**src/rtl/gebf_pkg.sv**
```systemverilog
// ----------------------------------------------------------------------------
// gebf_pkg
// Shared types and constants of the gradient edge blackout filter.
// ----------------------------------------------------------------------------
`default_nettype none

package gebf_pkg;

   // channel field widths
   localparam int CHAN_W     = 8;
   localparam int PIX_W      = 4 * CHAN_W;
   localparam int COORD_W    = 12;
   localparam int THRESH_W   = 11;
   localparam int GEOM_W     = 13;
   localparam int CSR_IDX_W  = 2;
   localparam int CSR_DATA_W = 13;

   // frame height limit
   localparam logic [GEOM_W-1:0] MAX_HEIGHT = 13'd4096;

   // register indexes of the configuration port
   typedef enum logic [CSR_IDX_W-1:0] {
      CSR_THRESHOLD = 2'd0,
      CSR_WIDTH     = 2'd1,
      CSR_HEIGHT    = 2'd2
   } csr_index_type;

   // position and class of a pixel on its way through the compute stage
   typedef struct packed {
      logic [COORD_W-1:0] x;
      logic [COORD_W-1:0] y;
      logic               inner;
      logic               border;
   } tag_type;

   // one result item
   typedef struct packed {
      logic [COORD_W-1:0] x;
      logic [COORD_W-1:0] y;
      logic [CHAN_W-1:0]  red;
      logic [CHAN_W-1:0]  green;
      logic [CHAN_W-1:0]  blue;
      logic [CHAN_W-1:0]  alpha;
      logic               last;
   } rsp_type;

endpackage

`default_nettype wire

```
**src/rtl/gebf_grad.sv**
```systemverilog
// ----------------------------------------------------------------------------
// gebf_grad
// 3x3 window columns and the gradient threshold test on the window centre.
// ----------------------------------------------------------------------------
`default_nettype none

module gebf_grad (
   input  wire logic                            clock,
   input  wire logic                            reset,
   input  wire logic                            shift_en,
   input  wire logic [gebf_pkg::PIX_W-1:0]      col_top,
   input  wire logic [gebf_pkg::PIX_W-1:0]      col_mid,
   input  wire logic [gebf_pkg::PIX_W-1:0]      col_bot,
   input  wire logic [gebf_pkg::THRESH_W-1:0]   threshold,
   output logic [gebf_pkg::PIX_W-1:0]           centre,
   output logic                                 is_edge
);
   import gebf_pkg::*;

   localparam int DIFF_W = 10;
   localparam int SUM_W  = 11;

   // [0..2]: column two back, rows top..bottom ; [3..5]: column one back
   logic [PIX_W-1:0] win_ff [6];

   logic [SUM_W-1:0] sum_hv;
   logic [SUM_W-1:0] sum_diag;

   // summed absolute difference over red, green and blue
   function automatic logic [DIFF_W-1:0] absdiff3(input logic [PIX_W-1:0] a,
                                                  input logic [PIX_W-1:0] b);
      logic [DIFF_W-1:0] s;
      logic [CHAN_W-1:0] p;
      logic [CHAN_W-1:0] q;
      s = '0;
      for (int k = 0; k < 3; k++) begin
         p = a[k*CHAN_W +: CHAN_W];
         q = b[k*CHAN_W +: CHAN_W];
         s = s + DIFF_W'((p > q) ? (p - q) : (q - p));
      end
      return s;
   endfunction

   // window shift, one column per transfer
   always_ff @(posedge clock) begin
      if (reset) begin
         for (int i = 0; i < 6; i++) begin
            win_ff[i] <= '0;
         end
      end else if (shift_en) begin
         win_ff[0] <= win_ff[3];
         win_ff[1] <= win_ff[4];
         win_ff[2] <= win_ff[5];
         win_ff[3] <= col_top;
         win_ff[4] <= col_mid;
         win_ff[5] <= col_bot;
      end
   end

   // left/right plus up/down, and the two diagonals
   always_comb begin
      sum_hv   = SUM_W'(absdiff3(win_ff[1], col_mid)) +
                 SUM_W'(absdiff3(win_ff[3], win_ff[5]));
      sum_diag = SUM_W'(absdiff3(win_ff[0], col_bot)) +
                 SUM_W'(absdiff3(col_top, win_ff[2]));
   end

   assign is_edge = (sum_hv > threshold) || (sum_diag > threshold);
   assign centre  = win_ff[4];

endmodule

`default_nettype wire

```
**config.mk**
```make
export PLATFORM = sky130hd
export DESIGN_NAME = gebf_grad
export DESIGN_NICKNAME = d
export VERILOG_FILES = /design/src/rtl/gebf_pkg.sv /design/src/rtl/gebf_grad.sv
export SDC_FILE = /design/constraint.sdc
export NUM_CORES = 1
export LEC_CHECK = 0
export BUFFER_PORTS_ARGS = -buffer_cell sky130_fd_sc_hd__buf_2
export CORE_MARGIN = 3
export CORE_UTILIZATION = 60
export DETAILED_ROUTE_END_ITERATION = 16
export GPL_ROUTABILITY_DRIVEN = 0
export GPL_TIMING_DRIVEN = 0
export PLACE_DENSITY_LB_ADDON = 0.15
export SETUP_SLACK_MARGIN = 0.5
export SYNTH_ARGS = -nofsm -noshare
export SYNTH_HDL_FRONTEND = slang
export SYNTH_SLANG_ARGS = --single-unit
```
**constraint.sdc**
```tcl
create_clock -name clock -period 10.9 [get_ports clock]
set_clock_uncertainty 0.1 [all_clocks]
set_input_delay 1.635 -clock clock [delete_from_list [all_inputs] [get_ports clock]]
set_output_delay 1.635 -clock clock [all_outputs]
set_load 0.02 [all_outputs]
```
==> results of run 1 <==
critical path, delay by kind of cell:
family                     cells  cell delay (ps)
xor gates and xnor gates       1              120
and+or+nand+nor                2              460
AOI/OAI and AO/OA             13             2680
muxes                          1              380
adders and majority gates      6             2090
buffers and inverters          6              910
per-layer routing:
layer	GRT usage	wire (um)
met1	0.3937	19780
met2	0.4282	18980
met3	0.04258	2545
met4	0.07428	815
met5	0	0
layout by cell type, fill, tap and decap left out, drive strengths merged, types with 4 or more instances in the layout:
master  count
and3        5
a221o       4
a21o       50
a21oi     114
o22ai       5
xnor2      79
o211ai      9
xor2       35
nor3       32
and2      158
nor2      121
o31ai       6
o41a        5
nand2b     17
o21ai      68
nand3      31
mux2i      68
clkbuf     55
nand2      65
buf       154
nor2b      29
a21boi      7
inv       325
mux2       18
a211oi     15
o21bai     11
nor4        4
a31oi       5
o21a       28
ha        266
or4         4
edfxtp    152
o41ai      12
fa         66
nand4      19
timing repair:
action                     CTS  global route
buffers inserted             0             2
gates resized for setup      0             5
setup endpoints to repair    0             1
path summary, 6_finish.rpt:
kind	from	end	slack (ps)	depth (start not counted)
max	col_bot[3]	is_edge	910	29
min	win_ff[4][13]	win_ff[1][13]	450	1
max reg2reg	win_ff[5][9]	win_ff[2][9]	9890	1
min reg2reg	win_ff[4][13]	win_ff[1][13]	450	1
cell families after synthesis:
logic type               Yosys count  share of synthesized area
flip-flops                       152                     0.2579
AND/OR/NAND/NOR                  498                     0.1464
AO/OA/AOI/OAI                    368                     0.1409
buffers and inverters            382                    0.08567
XOR/XNOR                         114                    0.05641
multiplexers                      86                    0.05012
adder cells (fa/ha/maj)          332                     0.2627
final cells by class:
| class | count | area (um^2) | share of cell area |
|---|---|---|---|
| Sequential cell | 152 | 4564 | 0.2338 |
| Inverter | 321 | 1205 | 0.06173 |
| Multi-Input combinational cell | 1398 | 11660 | 0.5972 |
| Tap cell | 384 | 480.5 | 0.02461 |
| Clock buffer | 18 | 429.2 | 0.02199 |
| Timing Repair Buffer | 130 | 700.7 | 0.03590 |
| Clock inverter | 13 | 171.4 | 0.008781 |
| Buffer | 61 | 311.5 | 0.01596 |
stage by stage:
stage | hold slack (ps) | setup WS [ps] | instances
after floorplan | 453.7 | 1917 | 1932
after global placement | 424.3 | 847.3 | 2442
after detailed placement | 433.0 | 786.8 | 2444
after CTS | 448.0 | 764.9 | 2475
after global routing | 468.1 | 498.9 | 2477
final | 448.8 | 905.4 | 2477
==> impl_metrics.toml, run 1 <==
[run_status]
status = "complete, no violations"

[timing]
rsz0062_at_grt = "false"
hold_viol = 0
fmax_ghz = 0.1001
min_period_over_period = 0.9169
tns_ps = 0
period_minus_slack_ps = 9995
finalMaxSlewViolations = 0
setup_viol = 0
worst_pin_slew_ps = 886.6
max-slew-margin-rel = 0.4089

[setup_path]
start_kind = "input pin"
worst_ep_arrival_time_ps = 8260
critPathMaxFanout = 9
required_ps = 9170
worstSetupEndpointType = "output pin"
worst-setup-path-type = "in2out"
slowest_stage = "fa_1"
cp_slowest_stage_delay_ps = 500

[finish]
largestRegisters = "win_ff: 152 flops"
largest_reg_flops = 152
post-route-util = 0.6764
syn2layout_area_growth_pct = 10.28
fillers = 2387
design_area_um2 = 19520
layout.nets = 2523
antennaDiodeCount = 0
top_register = "win_ff"
layout-drive-gt1-share = 0.1099

[clock_network]
cts_tree = "built"
insertion_delay_ps = 440
clkSlewWorstSetupHoldPaths_ps = 70
cts_made_buffers = 17
htree_levels = 4
cts_root_buf = "clkbuf_16"
cts-hold-fix-buffers = 0
cts.sinks = 152
clockBufferDepth = 2

[global_route]
grtUsageTotal = 0.2730
grt_max_degree = 57
overflow = 0
grt_pass1_wl_mm = 67.50
grt_antenna_before_repair = 1
first_global_vias = 13310

[floorplan]
die_w_um = 177.8
die_h_um = 177.8
pin_count = 143
core_area_um2 = 28860
die-area_um2 = 31600
num_rows = 62
start_util = 0.6134

[detailed_routing]
dr.pass1.iters = 8
first_iter_violations = 1137
viasPerCell = 5.545
vias = 13740
ant_nets = 0
wirelength_mm = 42.13
detail_route.wl_per_cell_um = 17.01
drc = 0

[yosys]
postSynthAreaPerCell_um2 = 9.162
ys_ff_latch = 152
syn_inst = 1932
synth_edf_count = 152
async_flop_share = 0
ys_warn_count = 0
ys_types = 69
yosysSeqAreaShare = 0.2579
yosysTopAreaCell = "edfxtp_1"
synth_top_area_frac = 0.2579
syn_nets = 2374
syn_area_um2 = 17700
synth_most_common_cell = "inv_1"
yosys-top-cells-area = "edfxtp_1 26%, ha_1 19%, fa_1 7.5%"
ys.flop_type = "edfxtp_1"
synth_common_cells = "321 x inv_1, 266 x ha_1, 158 x and2_1"

[hold_path]
hold_class = "reg2reg"

[placement]
portBuffers = 126
hpwl_mm = 33.75
dpl_cell_area_um2 = 18870

[run]
cap_violations = 0
Power of run 1 is left out: the tool's default activity adds up to more than one toggle a clock period on the data nets, which glitch-free logic cannot reach.
==> run 2: changes to the inputs <==
--- a/constraint.sdc
+++ b/constraint.sdc
@@ -3,3 +3,3 @@
 set_input_delay 1.635 -clock clock [delete_from_list [all_inputs] [get_ports clock]]
 set_output_delay 1.635 -clock clock [all_outputs]
-set_load 0.02 [all_outputs]
+set_load 0.05 [all_outputs]
==> impl_metrics.toml, run 2 (synthesis gave the netlist of run 1 again) <==
[global_route]
grt_pass1_wl_mm = 67.50
grt_max_degree = 57
overflow = 0
first_global_vias = 13310
grt_antenna_before_repair = 1
grtUsageTotal = 0.2730

[finish]
syn2layout_area_growth_pct = 10.32
antennaDiodeCount = 0
fillers = 2386
top_register = "win_ff"
layout.nets = 2523
final_common_cell = "inv_1"
multi_input_area_um2 = 11660
layout-drive-gt1-share = 0.1104
largestRegisters = "win_ff: 152 flops"
final_cell_mix = "321 x inv_1, 266 x ha_1, 158 x and2_1, 152 x edfxtp_1, 144 x buf_2"
largest_reg_flops = 152
register_area_um2 = 4564

[setup_path]
reg2reg_depth = 1
slowest_stage = "fa_1"
ff2ff_setup_slack_ps = 9890
start_kind = "input pin"
worst-setup-path-type = "in2out"
critPathMaxFanout = 9
worst_ep_arrival_time_ps = 8320
rr_endpoint = "win_ff[2][9]"
worstSetupEndpointType = "output pin"
required_ps = 9170
cp_slowest_stage_delay_ps = 500
regToRegStartpoint = "win_ff[5][9]"

[detailed_routing]
viasPerCell = 5.561
ant_nets = 0
wirelength_mm = 42.14
dr.pass1.iters = 5
detail_route.wl_per_cell_um = 17.01
first_iter_violations = 1169
drc = 0
vias = 13780

[floorplan]
die_w_um = 177.8
die_h_um = 177.8
core_area_um2 = 28860
die-area_um2 = 31600
num_rows = 62
pin_count = 143
start_util = 0.6134

[timing]
rsz0062_at_grt = "false"
period_minus_slack_ps = 10060
finalMaxSlewViolations = 0
setup_viol = 0
worst_pin_slew_ps = 878.6
tns_ps = 0
max-slew-margin-rel = 0.4143
hold_viol = 0
fmax_ghz = 0.09943
min_period_over_period = 0.9227

[clock_network]
insertion_delay_ps = 440
cts-hold-fix-buffers = 0
htree_levels = 4
clockBufferDepth = 2
cts.sinks = 152
cts_made_buffers = 17
clkSlewWorstSetupHoldPaths_ps = 70
cts_root_buf = "clkbuf_16"
cts_tree = "built"

[hold_path]
hold_depth = 1
worstHoldEndpoint = "win_ff[1][13]"
hold_class = "reg2reg"
hp-start = "win_ff[4][13]"

[placement]
hpwl_mm = 33.75
portBuffers = 126

[run]
cap_violations = 0

[run_status]
status = "complete, no violations"
run 2: what timing repair did:
item	CTS	global route
setup endpoints to repair	0	1
buffers inserted	0	2
gates resized for setup	0	7
run 2: how the worst max path moves through the flow:
stage	start	slack, ps	end	cells past startpoint
2_1_floorplan	col_bot[3]	1810	is_edge	27
3_3_place_gp	col_top[9]	790	is_edge	30
3_5_place_dp	col_top[9]	730	is_edge	30
4_1_cts	col_top[9]	710	is_edge	30
5_1_grt	col_bot[3]	510	is_edge	29
6_report	col_bot[3]	840	is_edge	29
run 2: per-layer routing:
metal	wire (um)	track usage
met2	19000	0.4282
met5	0	0
met3	2461	0.04258
met4	827	0.07428
met1	19850	0.3937
run 2: final cells by class:
class / count / share of cell area
multi-input combinational: 1398 / 0.5974
sequential: 152 / 0.2337
inverter: 321 / 0.06170
timing repair buffer: 130 / 0.03588
tap: 384 / 0.02460
clock buffer: 18 / 0.02198
buffer: 61 / 0.01595
clock inverter: 13 / 0.008778
run 2: worst max-delay path: cells and delay by family:
kind,cells,cell delay (ps)
AO/OA/AOI/OAI,13,2680
adder cells (fa/ha/maj),6,2100
buffers and inverters,6,960
AND/OR/NAND/NOR,2,460
multiplexers,1,380
XOR/XNOR,1,120
run 2: per-stage QoR:
stage | hold slack [ps] | setup WS (ps) | utilization | area [um^2] | cells
2_1_floorplan | 453.7 | 1812 | - | 17700 | 1932
3_3_place_gp | 424.3 | 794.6 | 0.6519 | 18810 | 2442
3_5_place_dp | 433.0 | 734.1 | 0.6539 | 18870 | 2444
4_1_cts | 448.0 | 712.3 | 0.6747 | 19470 | 2475
5_1_grt | 468.1 | 506.3 | 0.6767 | 19530 | 2477
6_report | 448.8 | 842.8 | 0.6767 | 19530 | 2477
Power of run 2 is left out for the same reason.
