$ cat config.mk
export PLATFORM = sky130hd
export DESIGN_NAME = gebf_rsp_fifo_flat
export DESIGN_NICKNAME = d
export VERILOG_FILES = /design/src/rtl/gebf_pkg.sv /design/src/rtl/gebf_if.sv /design/src/rtl/gebf_rsp_fifo.sv /design/src/flat_wrapper.sv
export SDC_FILE = /design/constraint.sdc
export NUM_CORES = 1
export LEC_CHECK = 0
export ABC_AREA = 1
export BUFFER_PORTS_ARGS = -buffer_cell sky130_fd_sc_hd__buf_2
export CAP_MARGIN = 20
export CORE_MARGIN = 2
export CORE_UTILIZATION = 57
export CTS_CLUSTER_SIZE = 28
export DETAILED_ROUTE_END_ITERATION = 10
export GPL_ROUTABILITY_DRIVEN = 0
export PLACE_DENSITY = 0.91
export SYNTH_ARGS = -nofsm -noshare
export SYNTH_HDL_FRONTEND = slang
export SYNTH_SLANG_ARGS = --single-unit
$ cat constraint.sdc
create_clock -name clock -period 7.6 [get_ports clock]
set_input_delay 0.38 -clock clock [delete_from_list [all_inputs] [get_ports clock]]
set_output_delay 0.38 -clock clock [all_outputs]
set_load 0.01 [all_outputs]
$ cat src/rtl/gebf_pkg.sv
// ----------------------------------------------------------------------------
// gebf_pkg
// Shared types and constants of the gradient edge blackout filter.
// ----------------------------------------------------------------------------
`default_nettype none

package gebf_pkg;

   // channel field widths
   localparam int CHAN_W     = 8;
   localparam int PIX_W      = 4 * CHAN_W;
   localparam int COORD_W    = 12;
   localparam int THRESH_W   = 11;
   localparam int GEOM_W     = 13;
   localparam int CSR_IDX_W  = 2;
   localparam int CSR_DATA_W = 13;

   // frame height limit
   localparam logic [GEOM_W-1:0] MAX_HEIGHT = 13'd4096;

   // register indexes of the configuration port
   typedef enum logic [CSR_IDX_W-1:0] {
      CSR_THRESHOLD = 2'd0,
      CSR_WIDTH     = 2'd1,
      CSR_HEIGHT    = 2'd2
   } csr_index_type;

   // position and class of a pixel on its way through the compute stage
   typedef struct packed {
      logic [COORD_W-1:0] x;
      logic [COORD_W-1:0] y;
      logic               inner;
      logic               border;
   } tag_type;

   // one result item
   typedef struct packed {
      logic [COORD_W-1:0] x;
      logic [COORD_W-1:0] y;
      logic [CHAN_W-1:0]  red;
      logic [CHAN_W-1:0]  green;
      logic [CHAN_W-1:0]  blue;
      logic [CHAN_W-1:0]  alpha;
      logic               last;
   } rsp_type;

endpackage

`default_nettype wire

$ cat src/rtl/gebf_if.sv
// ----------------------------------------------------------------------------
// gebf channel interfaces
// Valid/ready channels for pixels in, results out and register writes.
// ----------------------------------------------------------------------------
`default_nettype none


interface gebf_rsp_if;
   import gebf_pkg::*;
   logic               valid;
   logic               ready;
   logic [COORD_W-1:0] out_x;
   logic [COORD_W-1:0] out_y;
   logic [CHAN_W-1:0]  out_red;
   logic [CHAN_W-1:0]  out_green;
   logic [CHAN_W-1:0]  out_blue;
   logic [CHAN_W-1:0]  out_alpha;
   logic               run_last;
   modport source (output valid, output out_x, output out_y, output out_red,
                   output out_green, output out_blue, output out_alpha,
                   output run_last, input ready);
   modport sink   (input valid, input out_x, input out_y, input out_red,
                   input out_green, input out_blue, input out_alpha,
                   input run_last, output ready);
endinterface


`default_nettype wire

$ cat src/rtl/gebf_rsp_fifo.sv
// ----------------------------------------------------------------------------
// gebf_rsp_fifo
// Four-entry result queue taking up to two results per cycle.
// ----------------------------------------------------------------------------
`default_nettype none

module gebf_rsp_fifo (
   input  wire logic                 clock,
   input  wire logic                 reset,
   input  wire logic [1:0]           push_num,
   input  gebf_pkg::rsp_type         push_first,
   input  gebf_pkg::rsp_type         push_second,
   output logic                      room,
   gebf_rsp_if.source                rsp_chan
);
   import gebf_pkg::*;

   rsp_type    entry_ff [4];
   logic [1:0] wr_ptr_ff;
   logic [1:0] wr_ptr_in;
   logic [1:0] rd_ptr_ff;
   logic [1:0] rd_ptr_in;
   logic [2:0] count_ff;
   logic [2:0] count_in;
   logic       pop;
   rsp_type    head;

   assign pop  = rsp_chan.valid && rsp_chan.ready;
   assign room = (count_ff <= 3'd2);

   // pointer and fill bookkeeping
   always_comb begin
      wr_ptr_in = wr_ptr_ff + push_num;
      rd_ptr_in = rd_ptr_ff + 2'(pop);
      count_in  = count_ff + 3'(push_num) - 3'(pop);
   end

   always_ff @(posedge clock) begin
      if (reset) begin
         wr_ptr_ff <= '0;
         rd_ptr_ff <= '0;
         count_ff  <= '0;
      end else begin
         wr_ptr_ff <= wr_ptr_in;
         rd_ptr_ff <= rd_ptr_in;
         count_ff  <= count_in;
      end
   end

   // entry writes
   always_ff @(posedge clock) begin
      if (push_num != 2'd0) begin
         entry_ff[wr_ptr_ff] <= push_first;
      end
      if (push_num == 2'd2) begin
         entry_ff[wr_ptr_ff + 2'd1] <= push_second;
      end
   end

   // head of queue onto the result channel
   assign head               = entry_ff[rd_ptr_ff];
   assign rsp_chan.valid     = (count_ff != 3'd0);
   assign rsp_chan.out_x     = head.x;
   assign rsp_chan.out_y     = head.y;
   assign rsp_chan.out_red   = head.red;
   assign rsp_chan.out_green = head.green;
   assign rsp_chan.out_blue  = head.blue;
   assign rsp_chan.out_alpha = head.alpha;
   assign rsp_chan.run_last  = head.last;

endmodule

`default_nettype wire

$ cat src/flat_wrapper.sv
// flat-port wrapper written by rule: the top's interface ports become plain ports
module gebf_rsp_fifo_flat import gebf_pkg::*;
  (clock, reset, push_num, push_first, push_second, room, rsp_chan_valid, rsp_chan_out_x, rsp_chan_out_y, rsp_chan_out_red, rsp_chan_out_green, rsp_chan_out_blue, rsp_chan_out_alpha, rsp_chan_run_last, rsp_chan_ready);
  gebf_rsp_if rsp_chan_i ();
  input  wire logic clock;
  input  wire logic reset;
  input  wire logic [1:0] push_num;
  input  gebf_pkg::rsp_type push_first;
  input  gebf_pkg::rsp_type push_second;
  output logic room;
  output wire logic [$bits(rsp_chan_i.valid)-1:0] rsp_chan_valid;
  output wire logic [$bits(rsp_chan_i.out_x)-1:0] rsp_chan_out_x;
  output wire logic [$bits(rsp_chan_i.out_y)-1:0] rsp_chan_out_y;
  output wire logic [$bits(rsp_chan_i.out_red)-1:0] rsp_chan_out_red;
  output wire logic [$bits(rsp_chan_i.out_green)-1:0] rsp_chan_out_green;
  output wire logic [$bits(rsp_chan_i.out_blue)-1:0] rsp_chan_out_blue;
  output wire logic [$bits(rsp_chan_i.out_alpha)-1:0] rsp_chan_out_alpha;
  output wire logic [$bits(rsp_chan_i.run_last)-1:0] rsp_chan_run_last;
  input wire logic [$bits(rsp_chan_i.ready)-1:0] rsp_chan_ready;
  assign rsp_chan_valid = rsp_chan_i.valid;
  assign rsp_chan_out_x = rsp_chan_i.out_x;
  assign rsp_chan_out_y = rsp_chan_i.out_y;
  assign rsp_chan_out_red = rsp_chan_i.out_red;
  assign rsp_chan_out_green = rsp_chan_i.out_green;
  assign rsp_chan_out_blue = rsp_chan_i.out_blue;
  assign rsp_chan_out_alpha = rsp_chan_i.out_alpha;
  assign rsp_chan_run_last = rsp_chan_i.run_last;
  assign rsp_chan_i.ready = rsp_chan_ready;
  gebf_rsp_fifo u_core (.clock(clock), .reset(reset), .push_num(push_num), .push_first(push_first), .push_second(push_second), .room(room), .rsp_chan(rsp_chan_i));
endmodule
==> results of run 1 <==
[final cells by class]
class / instances / area (um^2)
Sequential cell: 235 / 6990
Fill cell: 1407 / 6250
Tap cell: 265 / 332
Timing Repair Buffer: 190 / 1060
Clock inverter: 11 / 190
Inverter: 72 / 272
Multi-Input combinational cell: 787 / 3670
Clock buffer: 33 / 706
[cell families after synthesis]
| group | Yosys count | share of synthesized area |
|---|---|---|
| XOR/XNOR | 3 | 0.00232 |
| buffers and inverters | 157 | 0.0615 |
| AND/OR/NAND/NOR | 376 | 0.128 |
| AO/OA/AOI/OAI | 404 | 0.185 |
| flip-flops | 235 | 0.618 |
| adder cells (fa/ha/maj) | 4 | 0.00509 |
[power groups by stage]
stage / Combinational, mW / Sequential [mW] / Clock, mW
2_1_floorplan: 0.527 / 1.64 / 0
3_3_place_gp: 0.804 / 1.64 / 0
3_5_place_dp: 0.837 / 1.64 / 0
4_1_cts: 0.845 / 1.62 / 1.31
5_1_grt: 0.942 / 1.63 / 1.36
6_report: 0.851 / 1.62 / 1.31
[cell usage in the layout, fill, tap and decap left out, types with 2 or more instances in the layout]
| master | netlist | final |
|---|---|---|
| nand2_1 | 242 | 239 |
| edfxtp_1 | 228 | 228 |
| o21ai_0 | 185 | 185 |
| buf_2 | 24 | 177 |
| o21ai_1 | 158 | 158 |
| nor2_1 | 124 | 124 |
| inv_1 | 70 | 68 |
| o22ai_1 | 57 | 57 |
| clkbuf_16 | 0 | 25 |
| buf_4 | 6 | 9 |
| bufinv_16 | 0 | 5 |
| clkbuf_8 | 0 | 5 |
| dfxtp_1 | 7 | 5 |
| clkinv_2 | 0 | 4 |
| inv_2 | 2 | 3 |
| nand2_4 | 0 | 3 |
| nand2_2 | 3 | 3 |
| a21oi_1 | 3 | 3 |
| ha_1 | 3 | 3 |
| clkbuf_1 | 46 | 3 |
| buf_16 | 0 | 3 |
| nor2_2 | 2 | 2 |
| nand3_1 | 2 | 2 |
| xnor2_1 | 2 | 2 |
| clkinv_4 | 0 | 2 |
[through the flow]
step	std cells	util	hold slack, ns	setup slack, ns	instance area, um^2
finish	1593	0.679	0.0931	4.54	13200
global route	1593	0.679	0.103	4.40	13200
CTS	1589	0.674	0.0817	4.55	13100
detailed placement	1545	0.628	0.521	4.51	12200
global placement	1545	0.628	0.510	4.57	12200
floorplan	1179	-	0.447	2.31	11300
[sequential cells by signal, indices dropped and copies added, names as in the netlist]
signal / flops
u_core.count_ff: 3
u_core.entry_ff: 228
u_core.rd_ptr_ff: 2
u_core.wr_ptr_ff: 2
[routing by layer]
metal / vias to the layer above / wire length (um) / GRT usage
met1: 4307 / 10400 / 0.327
met4: 2 / 902 / 0.105
met5: - / 7 / 0
met2: 548 / 14500 / 0.480
met3: 67 / 2810 / 0.0336
li1: 4394 / - / -
[worst max path at each step]
stage                             start                endpoint  slack, ns  depth (start not counted)
CTS                 u_core.rd_ptr_ff[0]   rsp_chan_out_green[1]       4.55                          5
global route        u_core.rd_ptr_ff[0]   rsp_chan_out_green[5]       4.40                          5
floorplan           u_core.wr_ptr_ff[0]   u_core.entry_ff[3][0]       2.31                          2
global placement            push_num[1]  u_core.entry_ff[2][11]       4.57                          6
detailed placement          push_num[1]  u_core.entry_ff[2][10]       4.51                          6
finish              u_core.rd_ptr_ff[0]   rsp_chan_out_green[1]       4.54                          5
[synth_stat cells, types with 2 or more instances]
cell,count
o21ai_0,185
ha_1,3
nand2_1,242
nor2_1,124
o22ai_1,57
a21oi_1,3
o21ai_1,158
inv_1,70
clkbuf_1,46
dfxtp_1,7
edfxtp_1,228
nor2_2,2
xnor2_1,2
nand3_1,2
buf_2,24
inv_2,2
buf_4,6
nand2_2,3
buf_6,7
==> PnR_summary.wiki, run 1 <==
{| class="wikitable"
! Metric !! Value
|-
| Result of the run || complete, no violations
|-
| Max clock buf depth || 3
|-
| Average detailed-routed wire length per instance || 17.9 um
|-
| Pwr Total || 3.77 mW
|-
| Count of pins on the block boundary || roughly 180
|-
| Req. time, crit path || approximately 7.2 ns
|-
| Switching share of total power || 0.292
|-
| Post-CTS setup buffers || 0
|-
| Total count of hold-check failures in the final report || 0
|-
| Initial antenna violation count || 1
|-
| Area growth from synthesis to layout || 16.9%
|-
| Number of buffer and inverter stages on the critical path || 3
|-
| Detailed-routing iteration count for the pre-antenna-repair pass || 5
|-
| Synthesis Warnings || 0
|-
| Largest voltage drop on the vdd net || 0.152 mV
|-
| Num CTS Buffers || 24
|-
| Number of library cell types mapped by synthesis || 27
|-
| Syn Area/Cell || 9.59 um^2
|-
| Number of vias per cell after detailed routing || 5.85
|-
| Slew Limit Fails || 0
|-
| Sequential Power Share || 0.429
|-
| Min-Delay Startpoint || reset
|-
| Aggregate global routing overflow || 0
|-
| Delay-heaviest family, CP || buffers and inverters
|-
| FF-to-FF path depth || 5
|-
| First-pass GRT wire length || 43300 um
|-
| Port buffer count || 177
|-
| Standard-cell row count || 51
|-
| Slew @ Worst Pin || about 1.1 ns
|-
| Worst r2r src || u_core.wr_ptr_ff[0]
|-
| Sw Pwr || roughly 1.1 mW
|-
| Final critical-path share of the clock period || 0.403
|-
| Cell leakage power || roughly 5.5 nW
|-
| Effective utilization at floorplan || 0.581
|-
| Total global routing track utilization || 0.266
|-
| Combinational share of power || 0.225
|-
| Biggest area contributors in the synthesized netlist || edfxtp_1, o21ai_0, nand2_1
|-
| Sum of routed wire length over all layers || 28500 um
|-
| Min cycle time layout || 3.06 ns
|-
| Clk network pwr share || 0.346
|-
| Area of the die || 21000 um^2
|-
| Share of Yosys cell area claimed by the top area cell type || 0.606
|-
| Max frequency || 326 MHz
|-
| Clock tree from TritonCTS || done
|-
| Critical path's slowest cell || buf_4
|-
| Total standard cell area after synthesis || 11300 um^2
|-
| Post-detailed-route count of antenna-violating nets || 0
|-
| Number of clock sinks || between 200 and 250
|-
| CTS root buffer || clkbuf_16
|-
| Setup CP Type || flip-flop to output pin
|-
| Latest clock arrival within the worst-skew pair || 0.51 ns
|-
| Async set or reset register ratio after synthesis || 0
|-
| Remaining routing DRC violations || 0
|-
| X dimension of the die || approximately 140 um
|-
| Via count of the first global-routing pass || ~9000
|-
| Worst hold path cell count || 2
|-
| Number of synthesized flops with an enable pin || 228
|-
| Highest net fanout along the worst path || 60
|-
| Slew margin rel. || 0.250
|-
| Setup clock skew after layout || approximately 0.0057 ns
|-
| CTS hold repair buffers || 0
|-
| Dpl hpwl || 16600 um
|-
| CP Capture Type || output pin
|-
| Largest area contributor in the synthesized netlist || edfxtp_1
|-
| Total power per unit cell area || approximately 290 nW/um^2
|-
| Yosys reg bits || between 200 and 250
|-
| Maximum level of the CTS H-tree || 1
|-
| Critical R2R Capture || u_core.entry_ff[0][46]
|-
| Arrival @ worst endpoint || 2.68 ns
|-
| Setup TNS after final layout || 0 ns
|-
| Ratio of cells with drive above 1 in the final layout || 0.187
|-
| Total nets after synthesis || 1302
|-
| Iteration-0 DRC count of the detailed router || 936
|-
| Die boundary height || between 100 and 150 um
|-
| Largest stage delay, worst path || between 0.6 and 0.7 ns
|-
| Clock-pin slew of the registers on the worst-case setup and hold paths || approximately 0.060 ns
|-
| Post-CTS Resized || 0
|-
| Startpoint kind of the worst setup timing path || flip-flop
|-
| Pin count of the biggest net entering global routing || 116
|-
| Unrepaired setup endpoints after global routing || no
|-
| List of cells traversed by the critical path || clkinv_2 > buf_4 > o21ai_0 > o22ai_1 > buf_2
|-
| Net total in the final layout || between 1000 and 1500
|-
| Reg-to-reg slack, setup || 5.05 ns
|-
| Synthesized netlist cell count || 1179
|-
| Finish-stage setup viols || 0
|-
| Number of diodes || 0
|-
| Count of max-cap constraint violations || 0
|-
| Hold Path Class || primary input to flip-flop
|-
| Hold Crit Endpoint || u_core.count_ff[2]
|-
| Fraction of the yosys area taken by sequential cells || 0.618
|-
| Count of vias placed by the detailed router || 9318
|-
| Internal Dissipation || approximately 2.7 mW
|-
| Core region area || 19500 um^2
|-
| Most frequently used flop master after synthesis || edfxtp_1
|}
Power figures use the tool's default switching activity.
==> run 2, diff against run 1 <==
--- a/config.mk
+++ b/config.mk
@@ -9,11 +9,11 @@
 export BUFFER_PORTS_ARGS = -buffer_cell sky130_fd_sc_hd__buf_2
 export CAP_MARGIN = 20
 export CORE_MARGIN = 2
-export CORE_UTILIZATION = 57
+export CORE_UTILIZATION = 52
 export CTS_CLUSTER_SIZE = 28
 export DETAILED_ROUTE_END_ITERATION = 10
 export GPL_ROUTABILITY_DRIVEN = 0
-export PLACE_DENSITY = 0.91
+export PLACE_DENSITY = 0.88
 export SYNTH_ARGS = -nofsm -noshare
 export SYNTH_HDL_FRONTEND = slang
 export SYNTH_SLANG_ARGS = --single-unit
==> constraint.sdc (replaced) <==
create_clock -name clock -period 2.7 [get_ports clock]
set_input_delay 0.135 -clock clock [delete_from_list [all_inputs] [get_ports clock]]
set_output_delay 0.135 -clock clock [all_outputs]
set_load 0.01 [all_outputs]
==> run 2 against run 1 <==
The run now ends with hold timing left; wire length is 12% higher; sequential power grew to 2.8 times the previous value; largest cell class unchanged; via count is 7.4% higher.
==> PnR_summary.wiki, run 2 (synthesized netlist as in run 1, its figures left out) <==
{| class="wikitable"
! Metric !! Value
|-
| CTS root buffer || clkbuf_16
|-
| Number of clock sinks || 235 (unchanged)
|-
| Setup clock skew after layout || 0.0182 ns (+0.0124 ns)
|-
| Iteration-0 DRC count of the detailed router || 840 (-10%)
|-
| Count of vias placed by the detailed router || 10000 (+7.4%)
|-
| Post-CTS Resized || 0 (unchanged)
|-
| Dpl hpwl || 16700 um (+0.61%)
|-
| FF-to-FF path depth || 8 (+3)
|-
| Count of pins on the block boundary || 178 (unchanged)
|-
| Clock-pin slew of the registers on the worst-case setup and hold paths || 0.06 ns (about the same)
|-
| Clock tree from TritonCTS || done
|-
| Number of buffer and inverter stages on the critical path || 4 (+1)
|-
| Startpoint kind of the worst setup timing path || flip-flop
|-
| Area used by multi-input combinational logic || 3680 um^2 (+0.41%)
|-
| Hold Path Class || primary input to flip-flop
|-
| Detailed-routing iteration count for the pre-antenna-repair pass || 5 (unchanged)
|-
| Final critical-path share of the clock period || 0.913
|-
| Standard-cell row count || 53 (+3.9%)
|-
| Worst hold path cell count || 3 (+1)
|-
| Num CTS Buffers || 25 (+4.2%)
|-
| Result of the run || finished, violations left
|-
| Req. time, crit path || 2.96 ns (-4.26 ns)
|-
| Biggest registers after layout || u_core.entry_ff: 228 flops, u_core.count_ff: 3 flops
|-
| X dimension of the die || 151 um (+4.6%)
|-
| Total count of hold-check failures in the final report || 1 (+1)
|-
| Highest net fanout along the worst path || 66 (+10%)
|-
| Finish-stage setup viols || 0 (unchanged)
|-
| Initial antenna violation count || 1 (unchanged)
|-
| Most common cell after layout, fill and taps aside || nand2_1
|-
| Highest metal layer with signal wires || met4
|-
| Minimum hold slack || -0.00529 ns (-0.0984 ns)
|-
| Number of flip-flops in the largest register || 228 (unchanged)
|-
| Min cycle time layout || 2.47 ns
|-
| Min-Delay Startpoint || push_second[21]
|-
| Area of the die || 22900 um^2 (+9.3%)
|-
| Arrival @ worst endpoint || 2.73 ns (+0.05 ns)
|-
| Failing checks || hold timing
|-
| Sum of routed wire length over all layers || 31900 um (+12%)
|-
| Worst r2r src || u_core.wr_ptr_ff[0]
|-
| Port buffer count || 177 (unchanged)
|-
| Pin count of the biggest net entering global routing || 118 (+1.7%)
|-
| Number of cells on the critical path || 8 (+3)
|-
| Slew Limit Fails || 0 (unchanged)
|-
| Number of vias per cell after detailed routing || 5.78 (-1.2%)
|-
| Effective utilization at floorplan || 0.534 (-0.0464)
|-
| Largest reg by FF count || u_core.entry_ff
|-
| Post-detailed-route count of antenna-violating nets || 0 (unchanged)
|-
| CP Capture Type || flip-flop
|-
| Aggregate global routing overflow || 0 (unchanged)
|-
| Average detailed-routed wire length per instance || 18.5 um (+3.0%)
|-
| Fill count || 1447 (+2.8%)
|-
| Area growth from synthesis to layout || 27.9%
|-
| List of cells traversed by the critical path || inv_1 > nor2_2 > nand2_4 > buf_4 > buf_16 > nand2_1 > o21ai_1 > dlygate4sd3_1
|-
| Core region area || 21200 um^2 (+8.7%)
|-
| Critical path's slowest cell || dlygate4sd3_1
|-
| Length of routed wiring on met1 || 11200 um (+8.5%)
|-
| Die boundary height || 151 um (+4.6%)
|-
| Maximum level of the CTS H-tree || 1 (unchanged)
|-
| Count of max-cap constraint violations || 0 (unchanged)
|-
| Max frequency || 406 MHz
|-
| Highest-count cells in the layout ignoring fill and taps || nand2_1, edfxtp_1, o21ai_0
|-
| Slew margin rel. || 0.561 (+0.312)
|-
| Unrepaired setup endpoints after global routing || no
|-
| Remaining routing DRC violations || 0 (unchanged)
|-
| Via count of the first global-routing pass || 10200 (+15%)
|-
| Slew @ Worst Pin || 0.658 ns (-0.468 ns)
|-
| Cell leakage power || 6.05 nW (+9.1%)
|-
| Final instance area || 14500 um^2 (+9.4%)
|-
| Ratio of cells with drive above 1 in the final layout || 0.168 (-0.0184)
|-
| Delay-heaviest family, CP || buffers and inverters
|-
| Total global routing track utilization || 0.279 (+0.0127)
|-
| Setup CP Type || flip-flop to flip-flop
|-
| Largest stage delay, worst path || 0.57 ns (-0.05 ns)
|-
| Net total in the final layout || 1561 (+8.9%)
|-
| First-pass GRT wire length || 49400 um (+14%)
|-
| Standard cell area after detailed placement || 12400 um^2 (+1.5%)
|-
| Total power per unit cell area || 731 nW/um^2 (+160%)
|-
| Routed wire length on met3 || 3120 um (+11%)
|-
| Sequential Area || 6990 um^2 (unchanged)
|-
| Largest voltage drop on the vdd net || 0.630 mV (+310%)
|-
| Setup TNS after final layout || 0 ns (unchanged)
|-
| Latest clock arrival within the worst-skew pair || 0.53 ns (+0.02 ns)
|-
| Critical path origin || u_core.wr_ptr_ff[0]
|-
| Met2 wirelength from detailed routing || 16400 um (+13%)
|-
| Max clock buf depth || 3 (unchanged)
|}
run 2: report_power, final:
part	leakage [nW]	switching, mW	internal (mW)	total [mW]
combinational	3.47	1.71	0.962	2.67
sequential	2.20	0.100	4.44	4.54
clock	0.381	1.38	1.98	3.36
total	6.05	3.18	7.39	10.6
run 2: per-layer routing:
metal | track usage | up-vias
met3 | 0.0479 | 112
met2 | 0.509 | 612
met4 | 0.140 | 0
met1 | 0.314 | 4627
li1 | - | 4653
met5 | 0 | -
run 2: final timing paths:
check                      endpoint  slack, ns
min          u_core.entry_ff[3][21]     -0.005
min reg2reg      u_core.count_ff[2]       0.70
max          u_core.entry_ff[2][12]       0.23
max reg2reg  u_core.entry_ff[2][12]       0.23
run 2: cell type report:
cell class	count	area share
flip-flops and latches	235	0.484
clock buffers	30	0.0446
repair buffers	317	0.165
diodes	1	0.000173
multi-input cells	787	0.255
well taps	275	0.0238
clock inverters	14	0.0100
inverters	72	0.0188
run 2: repair_timing:
action / 4_1_cts / 5_1_grt
hold endpoints to repair: 231 / 0
endpoints found under the setup margin: 0 / 0
setup buffers: 0 / 0
hold buffers: 121 / 0
run 2: through the flow:
step                 util  total power, mW  setup WS (ns)  hold slack, ns  cells
floorplan               -             6.08          0.143           0.202   1179
global placement    0.586             6.95          0.715           0.375   1563
detailed placement  0.586             7.04          0.579           0.387   1563
CTS                 0.681             10.5         0.0263        0.000596   1728
global route        0.684             11.0          0.132          0.0167   1731
finish              0.684             10.6          0.235        -0.00529   1731
run 2: worst reg2reg max path, cell delays in order, from the launching register on:
cell,delay [ns]
dfxtp_1,0.45
inv_1,0.13
nor2_2,0.19
nand2_4,0.08
buf_4,0.30
buf_16,0.29
nand2_1,0.13
o21ai_1,0.07
dlygate4sd3_1,0.57
